File: src/sv/escape_sequence_decoder_top_macros.svh
// Assertion macros for the escape sequence decoder.
`ifndef ESCAPE_SEQUENCE_DECODER_TOP_MACROS_SVH
`define ESCAPE_SEQUENCE_DECODER_TOP_MACROS_SVH

`ifndef SYNTHESIS
`define ESD_ASSERT(label, cond) \
  label: assert property (@(posedge clk) disable iff (rst) (cond)) \
    else $error("esd: check failed");
`define ESD_ASSERT_IMP(label, ante, cons) \
  label: assert property (@(posedge clk) disable iff (rst) (ante) |-> (cons)) \
    else $error("esd: implication failed");
`else
`define ESD_ASSERT(label, cond)
`define ESD_ASSERT_IMP(label, ante, cons)
`endif

`endif

File: src/sv/esd_pkg.sv
// Shared types, character codes and helpers of the escape sequence decoder.
`default_nettype none
package esd_pkg;

  localparam int QDEPTH = 4;
  localparam int QAW    = $clog2(QDEPTH);

  localparam logic [7:0] CH_BSLASH = 8'h5c;
  localparam logic [7:0] CH_QMARK  = 8'h3f;
  localparam logic [7:0] CH_SQUOTE = 8'h27;
  localparam logic [7:0] CH_DQUOTE = 8'h22;
  localparam logic [7:0] CH_N      = 8'h6e;
  localparam logic [7:0] CH_T      = 8'h74;
  localparam logic [7:0] CH_V      = 8'h76;
  localparam logic [7:0] CH_B      = 8'h62;
  localparam logic [7:0] CH_R      = 8'h72;
  localparam logic [7:0] CH_F      = 8'h66;
  localparam logic [7:0] CH_A      = 8'h61;
  localparam logic [7:0] CH_X      = 8'h78;
  localparam logic [7:0] CH_0      = 8'h30;
  localparam logic [7:0] CH_7      = 8'h37;
  localparam logic [7:0] CH_9      = 8'h39;
  localparam logic [7:0] CH_LA     = 8'h61;
  localparam logic [7:0] CH_LF     = 8'h66;
  localparam logic [7:0] CH_UA     = 8'h41;
  localparam logic [7:0] CH_UF     = 8'h46;

  localparam logic [7:0] CODE_LF  = 8'd10;
  localparam logic [7:0] CODE_HT  = 8'd9;
  localparam logic [7:0] CODE_VT  = 8'd11;
  localparam logic [7:0] CODE_BS  = 8'd8;
  localparam logic [7:0] CODE_CR  = 8'd13;
  localparam logic [7:0] CODE_FF  = 8'd12;
  localparam logic [7:0] CODE_BEL = 8'd7;

  typedef enum logic [2:0] {
    M_NORMAL,
    M_ESC,
    M_OCT,
    M_HEX0,
    M_HEX1
  } mode_t;

  typedef struct packed {
    logic [7:0] in_byte;
    logic       in_last;
  } item_t;

  typedef struct packed {
    logic [7:0] out_byte;
    logic       has_byte;
    logic       bad_escape;
    logic       out_last;
  } result_t;

  // One queue entry holds every result of one input item.
  typedef struct packed {
    result_t r0;
    result_t r1;
    logic    two;
  } entry_t;

  typedef struct packed {
    logic full;
    logic empty;
  } qstat_t;

  function automatic logic is_oct(input logic [7:0] c);
    return (c >= CH_0) && (c <= CH_7);
  endfunction

  // Bit 4 flags a hex digit, bits 3:0 give its value.
  function automatic logic [4:0] hex_val(input logic [7:0] c);
    logic [7:0] d;
    d = 8'd0;
    if (c >= CH_0 && c <= CH_9) begin
      d = c - CH_0;
      return {1'b1, d[3:0]};
    end else if (c >= CH_LA && c <= CH_LF) begin
      d = c - CH_LA + 8'd10;
      return {1'b1, d[3:0]};
    end else if (c >= CH_UA && c <= CH_UF) begin
      d = c - CH_UA + 8'd10;
      return {1'b1, d[3:0]};
    end
    return 5'd0;
  endfunction

endpackage
`default_nettype wire

File: src/sv/escape_sequence_decoder_top.sv
// Each character's entry goes into the queue and from there into the output register.
// Throughput: one character per cycle while full is low; a character with two
// results takes two pops. The four-entry queue between front end and output stage
// absorbs result stalls. Reset (rst, synchronous, active high) returns the decoder to
// plain text with no error and empties the queue and the output register.
`default_nettype none
`include "escape_sequence_decoder_top_macros.svh"
module escape_sequence_decoder_top
  import esd_pkg::*;
(
  input  wire logic clk,
  input  wire logic rst,
  input  wire logic push,
  output logic      full,
  input  item_t     item,
  output logic      empty,
  input  wire logic pop,
  output result_t   result
);

  logic   accept;
  logic   qwr, qpop;
  entry_t wr_entry, rd_entry;
  qstat_t qstat;

  assign full   = qstat.full;
  assign accept = push && !qstat.full;

  esd_front u_front (
    .clk      (clk),
    .rst      (rst),
    .accept   (accept),
    .item     (item),
    .wr       (qwr),
    .wr_entry (wr_entry)
  );

  esd_queue u_queue (
    .clk      (clk),
    .rst      (rst),
    .wr       (qwr),
    .wr_entry (wr_entry),
    .rd       (qpop),
    .rd_entry (rd_entry),
    .stat     (qstat)
  );

  esd_back u_back (
    .clk    (clk),
    .rst    (rst),
    .entry  (rd_entry),
    .qstat  (qstat),
    .qpop   (qpop),
    .pop    (pop),
    .empty  (empty),
    .result (result)
  );

  `ESD_ASSERT(a_no_pop_empty_queue, !(qpop && qstat.empty))
  `ESD_ASSERT(a_no_write_full_queue, !(qwr && qstat.full))
  `ESD_ASSERT_IMP(a_marker_is_last, !empty && !result.has_byte, result.out_last)
  `ESD_ASSERT_IMP(a_marker_zero, !empty && !result.has_byte, result.out_byte == 8'd0)

endmodule
`default_nettype wire

File: src/sv/esd_front.sv
// Front end: takes raw characters, runs the escape state machine, forms queue entries.
`default_nettype none
module esd_front
  import esd_pkg::*;
(
  input  wire logic   clk,
  input  wire logic   rst,
  input  wire logic   accept,
  input  item_t       item,
  output logic        wr,
  output entry_t      wr_entry
);

  mode_t      mode, mode_next;
  logic [8:0] digit_value, digit_value_next;
  logic [1:0] digit_count, digit_count_next;
  logic       error_seen, error_seen_next;

  logic [7:0] rb [2];
  logic       rh [2];
  logic [1:0] n;

  always_ff @(posedge clk) begin
    if (rst) begin
      mode        <= M_NORMAL;
      digit_value <= 9'd0;
      digit_count <= 2'd0;
      error_seen  <= 1'b0;
    end else if (accept) begin
      mode        <= mode_next;
      digit_value <= digit_value_next;
      digit_count <= digit_count_next;
      error_seen  <= error_seen_next;
    end
  end

  always_comb begin
    logic [7:0] c;
    logic [4:0] hv;
    logic       plain;
    mode_t      m;
    c  = item.in_byte;
    hv = hex_val(c);
    m                = M_NORMAL;
    digit_value_next = digit_value;
    digit_count_next = digit_count;
    error_seen_next  = error_seen;
    n     = 2'd0;
    rb[0] = 8'd0;
    rb[1] = 8'd0;
    rh[0] = 1'b0;
    rh[1] = 1'b0;
    plain = 1'b0;

    case (mode)
      M_ESC: begin
        case (c)
          CH_N: begin rb[0] = CODE_LF;  rh[0] = 1'b1; n = 2'd1; end
          CH_T: begin rb[0] = CODE_HT;  rh[0] = 1'b1; n = 2'd1; end
          CH_V: begin rb[0] = CODE_VT;  rh[0] = 1'b1; n = 2'd1; end
          CH_B: begin rb[0] = CODE_BS;  rh[0] = 1'b1; n = 2'd1; end
          CH_R: begin rb[0] = CODE_CR;  rh[0] = 1'b1; n = 2'd1; end
          CH_F: begin rb[0] = CODE_FF;  rh[0] = 1'b1; n = 2'd1; end
          CH_A: begin rb[0] = CODE_BEL; rh[0] = 1'b1; n = 2'd1; end
          CH_BSLASH, CH_QMARK, CH_SQUOTE, CH_DQUOTE: begin
            rb[0] = c;
            rh[0] = 1'b1;
            n     = 2'd1;
          end
          CH_X: begin
            m                = M_HEX0;
            digit_value_next = 9'd0;
          end
          default: begin
            if (is_oct(c)) begin
              m                = M_OCT;
              digit_value_next = {6'd0, c[2:0]};
              digit_count_next = 2'd1;
            end else begin
              error_seen_next = 1'b1;
            end
          end
        endcase
      end
      M_OCT: begin
        if (is_oct(c)) begin
          digit_value_next = {digit_value[5:0], c[2:0]};
          digit_count_next = digit_count + 2'd1;
          m                = M_OCT;
          // third digit closes the run
          if (digit_count == 2'd2) begin
            rb[0] = digit_value_next[7:0];
            rh[0] = 1'b1;
            n     = 2'd1;
            m                = M_NORMAL;
            digit_count_next = 2'd0;
            digit_value_next = 9'd0;
          end
        end else begin
          rb[0] = digit_value[7:0];
          rh[0] = 1'b1;
          n     = 2'd1;
          digit_count_next = 2'd0;
          digit_value_next = 9'd0;
          plain = 1'b1;
        end
      end
      M_HEX0: begin
        if (hv[4]) begin
          digit_value_next = {5'd0, hv[3:0]};
          m                = M_HEX1;
        end else begin
          error_seen_next = 1'b1;
          plain = 1'b1;
        end
      end
      M_HEX1: begin
        if (hv[4]) begin
          rb[0] = {digit_value[3:0], hv[3:0]};
        end else begin
          rb[0] = digit_value[7:0];
          plain = 1'b1;
        end
        rh[0] = 1'b1;
        n     = 2'd1;
        digit_value_next = 9'd0;
      end
      default: begin
        plain = 1'b1;
      end
    endcase

    // ordinary text, also the ending non-digit of a run; a backslash starts an escape
    if (plain) begin
      if (c == CH_BSLASH) begin
        m = M_ESC;
      end else begin
        rb[n[0]] = c;
        rh[n[0]] = 1'b1;
        n = n + 2'd1;
      end
    end

    if (item.in_last) begin
      if (m == M_OCT || m == M_HEX1) begin
        rb[n[0]] = digit_value_next[7:0];
        rh[n[0]] = 1'b1;
        n = n + 2'd1;
      end else if (m == M_ESC || m == M_HEX0) begin
        error_seen_next = 1'b1;
      end
      // end marker when nothing was decoded
      if (n == 2'd0) begin
        n = 2'd1;
      end
    end

    wr = accept && (n != 2'd0);
    wr_entry.r0.out_byte   = rb[0];
    wr_entry.r0.has_byte   = rh[0];
    wr_entry.r0.bad_escape = error_seen_next;
    wr_entry.r0.out_last   = item.in_last && (n == 2'd1);
    wr_entry.r1.out_byte   = rb[1];
    wr_entry.r1.has_byte   = rh[1];
    wr_entry.r1.bad_escape = error_seen_next;
    wr_entry.r1.out_last   = item.in_last;
    wr_entry.two           = (n == 2'd2);

    mode_next = m;
    // string done: back to reset values
    if (item.in_last) begin
      mode_next        = M_NORMAL;
      digit_value_next = 9'd0;
      digit_count_next = 2'd0;
      error_seen_next  = 1'b0;
    end
  end

endmodule
`default_nettype wire

File: src/sv/esd_queue.sv
// Short entry queue between the front end and the output stage.
`default_nettype none
module esd_queue
  import esd_pkg::*;
(
  input  wire logic clk,
  input  wire logic rst,
  input  wire logic wr,
  input  entry_t    wr_entry,
  input  wire logic rd,
  output entry_t    rd_entry,
  output qstat_t    stat
);

  entry_t         mem [QDEPTH];
  logic [QAW-1:0] wptr, rptr;
  logic [QAW:0]   count;

  always_ff @(posedge clk) begin
    if (wr) begin
      mem[wptr] <= wr_entry;
    end
  end

  always_ff @(posedge clk) begin
    if (rst) begin
      wptr  <= '0;
      rptr  <= '0;
      count <= '0;
    end else begin
      if (wr) begin
        wptr <= wptr + 1'b1;
      end
      if (rd) begin
        rptr <= rptr + 1'b1;
      end
      count <= count + (QAW+1)'(wr) - (QAW+1)'(rd);
    end
  end

  assign rd_entry   = mem[rptr];
  assign stat.full  = (count == (QAW+1)'(QDEPTH));
  assign stat.empty = (count == '0);

endmodule
`default_nettype wire

File: src/sv/esd_back.sv
// Output stage: unpacks queue entries into single results behind an output register.
`default_nettype none
module esd_back
  import esd_pkg::*;
(
  input  wire logic clk,
  input  wire logic rst,
  input  entry_t    entry,
  input  qstat_t    qstat,
  output logic      qpop,
  input  wire logic pop,
  output logic      empty,
  output result_t   result
);

  logic    ov, pv;
  result_t held;
  logic    room;

  assign room = !ov || pop;
  assign qpop = room && !pv && !qstat.empty;

  always_ff @(posedge clk) begin
    if (rst) begin
      ov <= 1'b0;
      pv <= 1'b0;
    end else if (room) begin
      if (pv) begin
        ov <= 1'b1;
        pv <= 1'b0;
      end else if (!qstat.empty) begin
        ov <= 1'b1;
        pv <= entry.two;
      end else begin
        ov <= 1'b0;
      end
    end
  end

  // advance the payload with the valid bits
  always_ff @(posedge clk) begin
    if (room) begin
      if (pv) begin
        result <= held;
      end else if (!qstat.empty) begin
        result <= entry.r0;
        held   <= entry.r1;
      end
    end
  end

  assign empty = !ov;

endmodule
`default_nettype wire
File: config.mk
export PLATFORM = sky130hd
export DESIGN_NAME = escape_sequence_decoder_top
export DESIGN_NICKNAME = d
export VERILOG_FILES = /design/src/sv/esd_pkg.sv /design/src/sv/escape_sequence_decoder_top.sv /design/src/sv/esd_front.sv /design/src/sv/esd_queue.sv /design/src/sv/esd_back.sv
export VERILOG_INCLUDE_DIRS = /design/src /design/src/sv
export SDC_FILE = /design/constraint.sdc
export NUM_CORES = 1
export LEC_CHECK = 0
export BUFFER_PORTS_ARGS = -buffer_cell sky130_fd_sc_hd__clkbuf_2
export CAP_MARGIN = 5
export CELL_PAD_IN_SITES_DETAIL_PLACEMENT = 1
export CELL_PAD_IN_SITES_GLOBAL_PLACEMENT = 1
export CORE_MARGIN = 3
export CORE_UTILIZATION = 55
export DETAILED_ROUTE_END_ITERATION = 6
export PLACE_DENSITY = 0.95
export SLEW_MARGIN = 10
export SYNTH_ARGS = -nofsm -noshare
export SYNTH_HDL_FRONTEND = slang
export SYNTH_SLANG_ARGS = --single-unit
File: constraint.sdc
create_clock -name clk -period 7.3 [get_ports clk]
set_input_delay 0.365 -clock clk [delete_from_list [all_inputs] [get_ports clk]]
set_output_delay 0.365 -clock clk [all_outputs]
set_load 0.005 [all_outputs]
# Yosys cells after proc, flatten, opt, wreduce, memory -nomap -nowiden
# Memories as Yosys holds them, arrays and structs flattened. A register that Yosys moved wholly into a read port is not among the register bits.
# Cells that the tools add are included.
# op_classes
eq_ne	27
reduce_logical	29
n_addsub	12
magnitude_cmp	11
mux	87
bitwise	6
# op_table
op	n
2-to-1 mux 8 bit	10
equality test 8 x 7 -> 1 bit (second input constant)	9
2-to-1 mux 16 bit	4
case mux 8 bit (8 select lines)	1
2-to-1 mux 2 bit	19
bitwise mux 16 bit	2
case mux 8 bit (4 select lines)	1
2-to-1 mux 1 bit	26
equality test 8 x 6 -> 1 bit (second input constant)	3
case mux 8 bit (3 select lines)	1
2-to-1 mux 11 bit	2
2-to-1 mux 5 bit	4
demux 8 bit (select 1 bit)	2
>= comparator 8 x 7 -> 1 bit (second input constant)	2
less-or-equal comparator 8 x 6 -> 1 bit (second input constant)	2
less-or-equal comparator 8 x 7 -> 1 bit (second input constant)	2
case mux 8 bit (2 select lines)	1
2-to-1 mux 3 bit	5
equality test 3 x 2 -> 1 bit (second input constant)	4
OR reduction 12 bit	1
subtractor 4 x 1 -> 4 bit (second input constant)	3
logical AND 1 bit	11
OR reduction 11 bit	1
adder 2 x 1 -> 2 bit (second input constant)	5
34 further kinds	51
# totals
mem_count	1
ff_bits	45
ramBits	92
in_bits	13
out_inout_bits	13
# mem_list
memory	depth	width	read_ports	rd_ports_with_merged_regs	wr	line_no	rtl
u_queue.mem	4	23	1	1	1	esd_queue.sv:15	entry_t mem [QDEPTH];

# Logic depth before layout (Yosys ltp)
# depth
word_depth	21
ltp_mapped	17
ltp_nobuf	16

# Hierarchy
# A second synthesis with hierarchy kept.
# unflattened
hier_cells	499
hier_area_um2	6657.6
# by_module_without_submodules
mod	cells_per_inst	seq_area_each_um2	area_per_inst_um2	n_inst
esd_queue	162	2942.8	3792.4	1
esd_front	288	280.3	1935.6	1
esd_back	48	700.7	915.9	1
escape_sequence_decoder_top	1	0.0	13.8	1

# Worst setup path before layout
# No wires, ideal clock.
# synth_path
path_kind	input-to-reg
start	input port item[1] (netlist name)
end	register u_queue.count[2]
path_stages	17
path_slack_ps	3390
arrival_ps	3782
setup_time_ps	128
cell_sequence	clkbuf_1 inv_1 ha_1 and4b_1 a211o_1 a21oi_1 o21bai_1 or3_1 ha_1 o32a_1 o21a_1 ha_1 inv_1 fa_1 xor2_1 xnor2_1 nor2_1
# synth_between
elab_chain_cells	21
word_cells_on_any_way	59
# synth_lines
element	line_no	rtl
start, declared	escape_sequence_decoder_top.sv:15	input item_t item,
>= comparator 8 x 7 -> 1 bit / less-or-equal comparator 8 x 7 -> 1 bit (equally long branches)	esd_pkg.sv:82	end else if (c >= CH_UA && c <= CH_UF) begin
logical AND 1 bit	esd_pkg.sv:82	
2-to-1 mux 1 bit	esd_pkg.sv:82	
2-to-1 mux 1 bit	esd_pkg.sv:79	end else if (c >= CH_LA && c <= CH_LF) begin
2-to-1 mux 1 bit	esd_pkg.sv:76	if (c >= CH_0 && c <= CH_9) begin
2-to-1 mux 5 bit	esd_pkg.sv:86	return 5'd0;
2-to-1 mux 3 bit	esd_front.sv:109	if (hv[4]) begin
case mux 3 bit (3 select lines)	esd_front.sv:55	case (mode)
[... 6 more ...]	n/a	
zero test 2 bit	esd_front.sv:153	if (n == 2'd0) begin
2-to-1 mux 2 bit	esd_front.sv:153	
2-to-1 mux 2 bit (*)	esd_front.sv:144	if (item.in_last) begin
nonzero test 2 bit (*)	esd_front.sv:158	wr = accept && (n != 2'd0);
logical AND 1 bit (*)	esd_front.sv:158	
net qwr	escape_sequence_decoder_top.sv:22	logic qwr, qpop;
adder 3 x 1 -> 3 bit (*)	esd_queue.sv:37	count <= count + (QAW+1)'(wr) - (QAW+1)'(rd);
subtractor 3 x 1 -> 3 bit (*)	esd_queue.sv:37	
end signal, assigned	esd_queue.sv:37	
end, declared	esd_queue.sv:17	logic [QAW:0] count;
# Mark *: on every way through the listed nets, which the timed path passes. The rest lies on a longest branch. The select of a mux whose other input is x is not followed.
# A chain may end at the register's enable or synchronous reset.

# Worst setup path after layout
# layout_path
start	input port item[1] (netlist name)
end	memory u_queue.mem[0][17] (netlist name) (enable)
# layout_between
elab_chain_cells	21
word_cells_on_any_way	59
# layout_lines
element	line_no	rtl
>= comparator 8 x 7 -> 1 bit / less-or-equal comparator 8 x 7 -> 1 bit (equally long branches)	esd_pkg.sv:82	
logical AND 1 bit	esd_pkg.sv:82	
2-to-1 mux 1 bit	esd_pkg.sv:82	
2-to-1 mux 1 bit	esd_pkg.sv:79	
2-to-1 mux 1 bit	esd_pkg.sv:76	
2-to-1 mux 5 bit	esd_pkg.sv:86	
2-to-1 mux 3 bit	esd_front.sv:109	
case mux 3 bit (3 select lines)	esd_front.sv:55	
[... 6 more ...]	n/a	
zero test 2 bit	esd_front.sv:153	
2-to-1 mux 2 bit	esd_front.sv:153	
2-to-1 mux 2 bit (*)	esd_front.sv:144	
nonzero test 2 bit (*)	esd_front.sv:158	
logical AND 1 bit (*)	esd_front.sv:158	
net qwr	escape_sequence_decoder_top.sv:22	
2-to-1 mux 1 bit (*)	esd_queue.sv:20	if (wr) begin
2-to-1 mux 1 bit (implied by the code) (*)	esd_queue.sv:21	mem[wptr] <= wr_entry;
end, declared	esd_queue.sv:15	
# Marks and branches as above.

==> impl_metrics.json <==
{
  "cellPowerDensity_nw_per_um2": 338,
  "ctsHoldBuffers": 0,
  "slowest_stage": "and2_1",
  "io_buffers": 25,
  "core_um2": 11600,
  "layout_min_cycle_time_ns": 4.24,
  "synth.yosys.seq_area_share_pct": 57.5,
  "start_kind": "input pin",
  "cts_resized": 0,
  "skew_ns": 0.00905,
  "hold_viol_final": 0,
  "drive_gt1_share_pct": 17.9,
  "die_y_um": 116,
  "cts.sinks": 135,
  "syn_area_um2": 6610,
  "cts_tree": "done",
  "antenna_cells": 0,
  "crit_path_end_kind": "flop",
  "die-area_um2": 13400,
  "row_count": 39,
  "numCtsBuffers": 17,
  "first_iter_violations": 489,
  "drc": 0,
  "clockBufferDepth": 2,
  "start_util_pct": 57.2,
  "cts_max_level": 4,
  "timing.fmax_mhz": 236,
  "areaGrowthSynthToFinish_pct": 11.2,
  "path_clk_slew_ns": 0.05,
  "antenna_left": 0,
  "holdCritPathClass": "in -> reg",
  "cp_data_arrival_time_ns": 4.27,
  "ios": 26,
  "status": "finished clean",
  "clockRootBuffer": "clkbuf_16",
  "async_flop_share_pct": 0,
  "crit_chain": "clkbuf_2, inv_1, ha_1, and4b_1, a211o_1, a21oi_1, o21bai_1, or3_1, ha_1, o32a_1, o21a_1, and2_1",
  "slew_headroom_pct": 20.3,
  "dr.pass1.iters": 7,
  "yosys_warnings": 0,
  "grtUsageTotal_pct": 29.6,
  "cap_violations": 0,
  "fin_crit_sh_pct": 58.1,
  "clkLatencyLatePin_ns": 0.42,
  "ys.flop_type": "edfxtp_1",
  "via_count": 4602,
  "p_leak_nw": 2.52,
  "syn_avg_cell_area_um2": 12.7,
  "tightest_slew_ns": 1.20,
  "dp_hpwl_um": 12200,
  "slowest_delay_ns": 0.96,
  "place_inst": 657,
  "ys_seq_elements": 135,
  "post_cts.repair.setup_buffers": 0,
  "die-width_um": 116,
  "wire_per_inst_um": 27.3,
  "viasPerCell": 6.68,
  "setup_slack_ns": 3.06,
  "max-vdd-ir-drop_uv": 158,
  "drt-total-wl_um": 18800,
  "crit_top_cell": "ha_1",
  "synth_fp_nets": 546,
  "path_class": "in -> reg",
  "cp.required_ns": 7.33,
  "antenna_found_initial": 0,
  "finalPower_mw": 2.48,
  "mostFrequentLayoutCells": "110 x edfxtp_1, 39 x nor2_1, 31 x nand2_1",
  "critPathMaxFanout": 22,
  "tns_ns": 0,
  "nNetsFinal": 560,
  "gp_congestion": 0.948,
  "pre_cts_slack_ns": 2.71,
  "grt_max_degree": 27,
  "final_common_cell": "edfxtp_1",
  "slew_violations": 0,
  "fin_hold_ws_ns": 0.363,
  "final_cells": 689,
  "synth-edff-count": 110,
  "gr-total-overflow": 0,
  "setup_viol": 0,
  "grt_pass1_wl_um": 29000,
  "synthCells": 519,
  "grt_pass1_vias": 4834,
  "synthDistinctLibCells": 71,
  "rsz0062_at_grt": "no"
}
## cell usage after synthesis (all sizes together) (4+ instances only)
cell,n,area [µm²]
a211oi,5,37.5
a21oi,26,134
a221o,5,50.1
a221oi,4,35.0
a22o,4,35.0
a22oi,8,60.1
a31oi,6,37.5
and2,10,62.6
and3,11,68.8
buf,9,50.0
clkbuf,23,87.6
dfxtp,25,500
edfxtp,110,3300
ha,13,163
inv,17,63.8
mux2,11,124
mux2i,8,80.1
mux4,22,495
nand2,31,116
nand2b,10,62.6
nand3,4,20.0
nand4,6,37.5
nor2,39,146
nor2b,6,37.5
nor3,12,60.1
nor4,5,46.3
o211ai,5,42.5
o21a,5,37.5
o21ai,16,83.8
o22ai,8,50.1
o31ai,4,30.0
xnor2,4,35.0
## path summary, 6_finish.rpt
check	startpoint	end	slack [ns]	cells past startpoint
worst max-delay path	item[1]	u_queue.mem[0][17]$_DFFE_PP_	3.06	12
worst min-delay path	pop	u_back.ov$_SDFFE_PP0N_	0.36	4
worst max register to register	u_front.mode[0]$_SDFFE_PP0P_	u_queue.mem[0][17]$_DFFE_PP_	3.31	9
worst min register to register	u_front.digit_count[1]$_SDFFE_PP0P_	u_front.digit_count[1]$_SDFFE_PP0P_	0.51	2
## state kept, by name, indices dropped and copies added (netlist names), named ones only
signal               cells
u_queue.count            3
u_back.ov                1
u_queue.mem             88
u_front.digit_count      2
u_back.held             11
u_front.error_seen       1
u_queue.rptr             2
u_back.pv                1
u_back.result           11
u_front.digit_value      8
u_queue.wptr             2
u_front.mode             3
## logic make-up (layout without fill, tap and decap cells)
| logic type | after synthesis | count (layout) | synth area share, % |
|---|---|---|---|
| compound gates | 119 | 119 | 12.7 |
| flops | 135 | 135 | 57.5 |
| mux | 41 | 41 | 10.6 |
| xor+xnor | 7 | 7 | 0.927 |
| buf+inv | 50 | 77 | 3.10 |
| fa+ha+maj | 14 | 14 | 2.76 |
| simple gates | 153 | 153 | 12.4 |
## critical path, delay by kind of cell
family,cells,cell delay [ns]
compound gates,5,1.25
fa+ha+maj,2,0.62
buf+inv,2,0.42
simple gates,3,1.59
## where the power goes
group	switching, mW	total, mW	internal (mW)
registers	0.0937	1.13	1.04
logic	0.302	0.533	0.231
clock network	0.321	0.817	0.496
total	0.717	2.48	1.77
## stage by stage
step           instance area [µm²]  util, %
2_1_floorplan                 6610        -
3_3_place_gp                  6790     58.7
3_5_place_dp                  6790     58.7
4_1_cts                       7360     63.6
5_1_grt                       7360     63.6
6_report                      7360     63.6
## cell type report
class	instances	area, µm²
Inverter	18	67.6
Timing Repair Buffer	27	140
Sequential cell	135	3800
Clock buffer	17	425
Fill cell	1094	4210
Multi-Input combinational cell	334	2600
Tap cell	143	179
Clock inverter	15	136
## per-layer routing
metal | vias up | track usage [%] | wire [µm]
li1 | 2051 | - | -
met1 | 2352 | 36.7 | 7700
met2 | 158 | 51.4 | 9730
met3 | 41 | 5.27 | 820
met4 | 0 | 12.5 | 585
met5 | - | 0 | 0
Power figures use the tool's default switching activity.
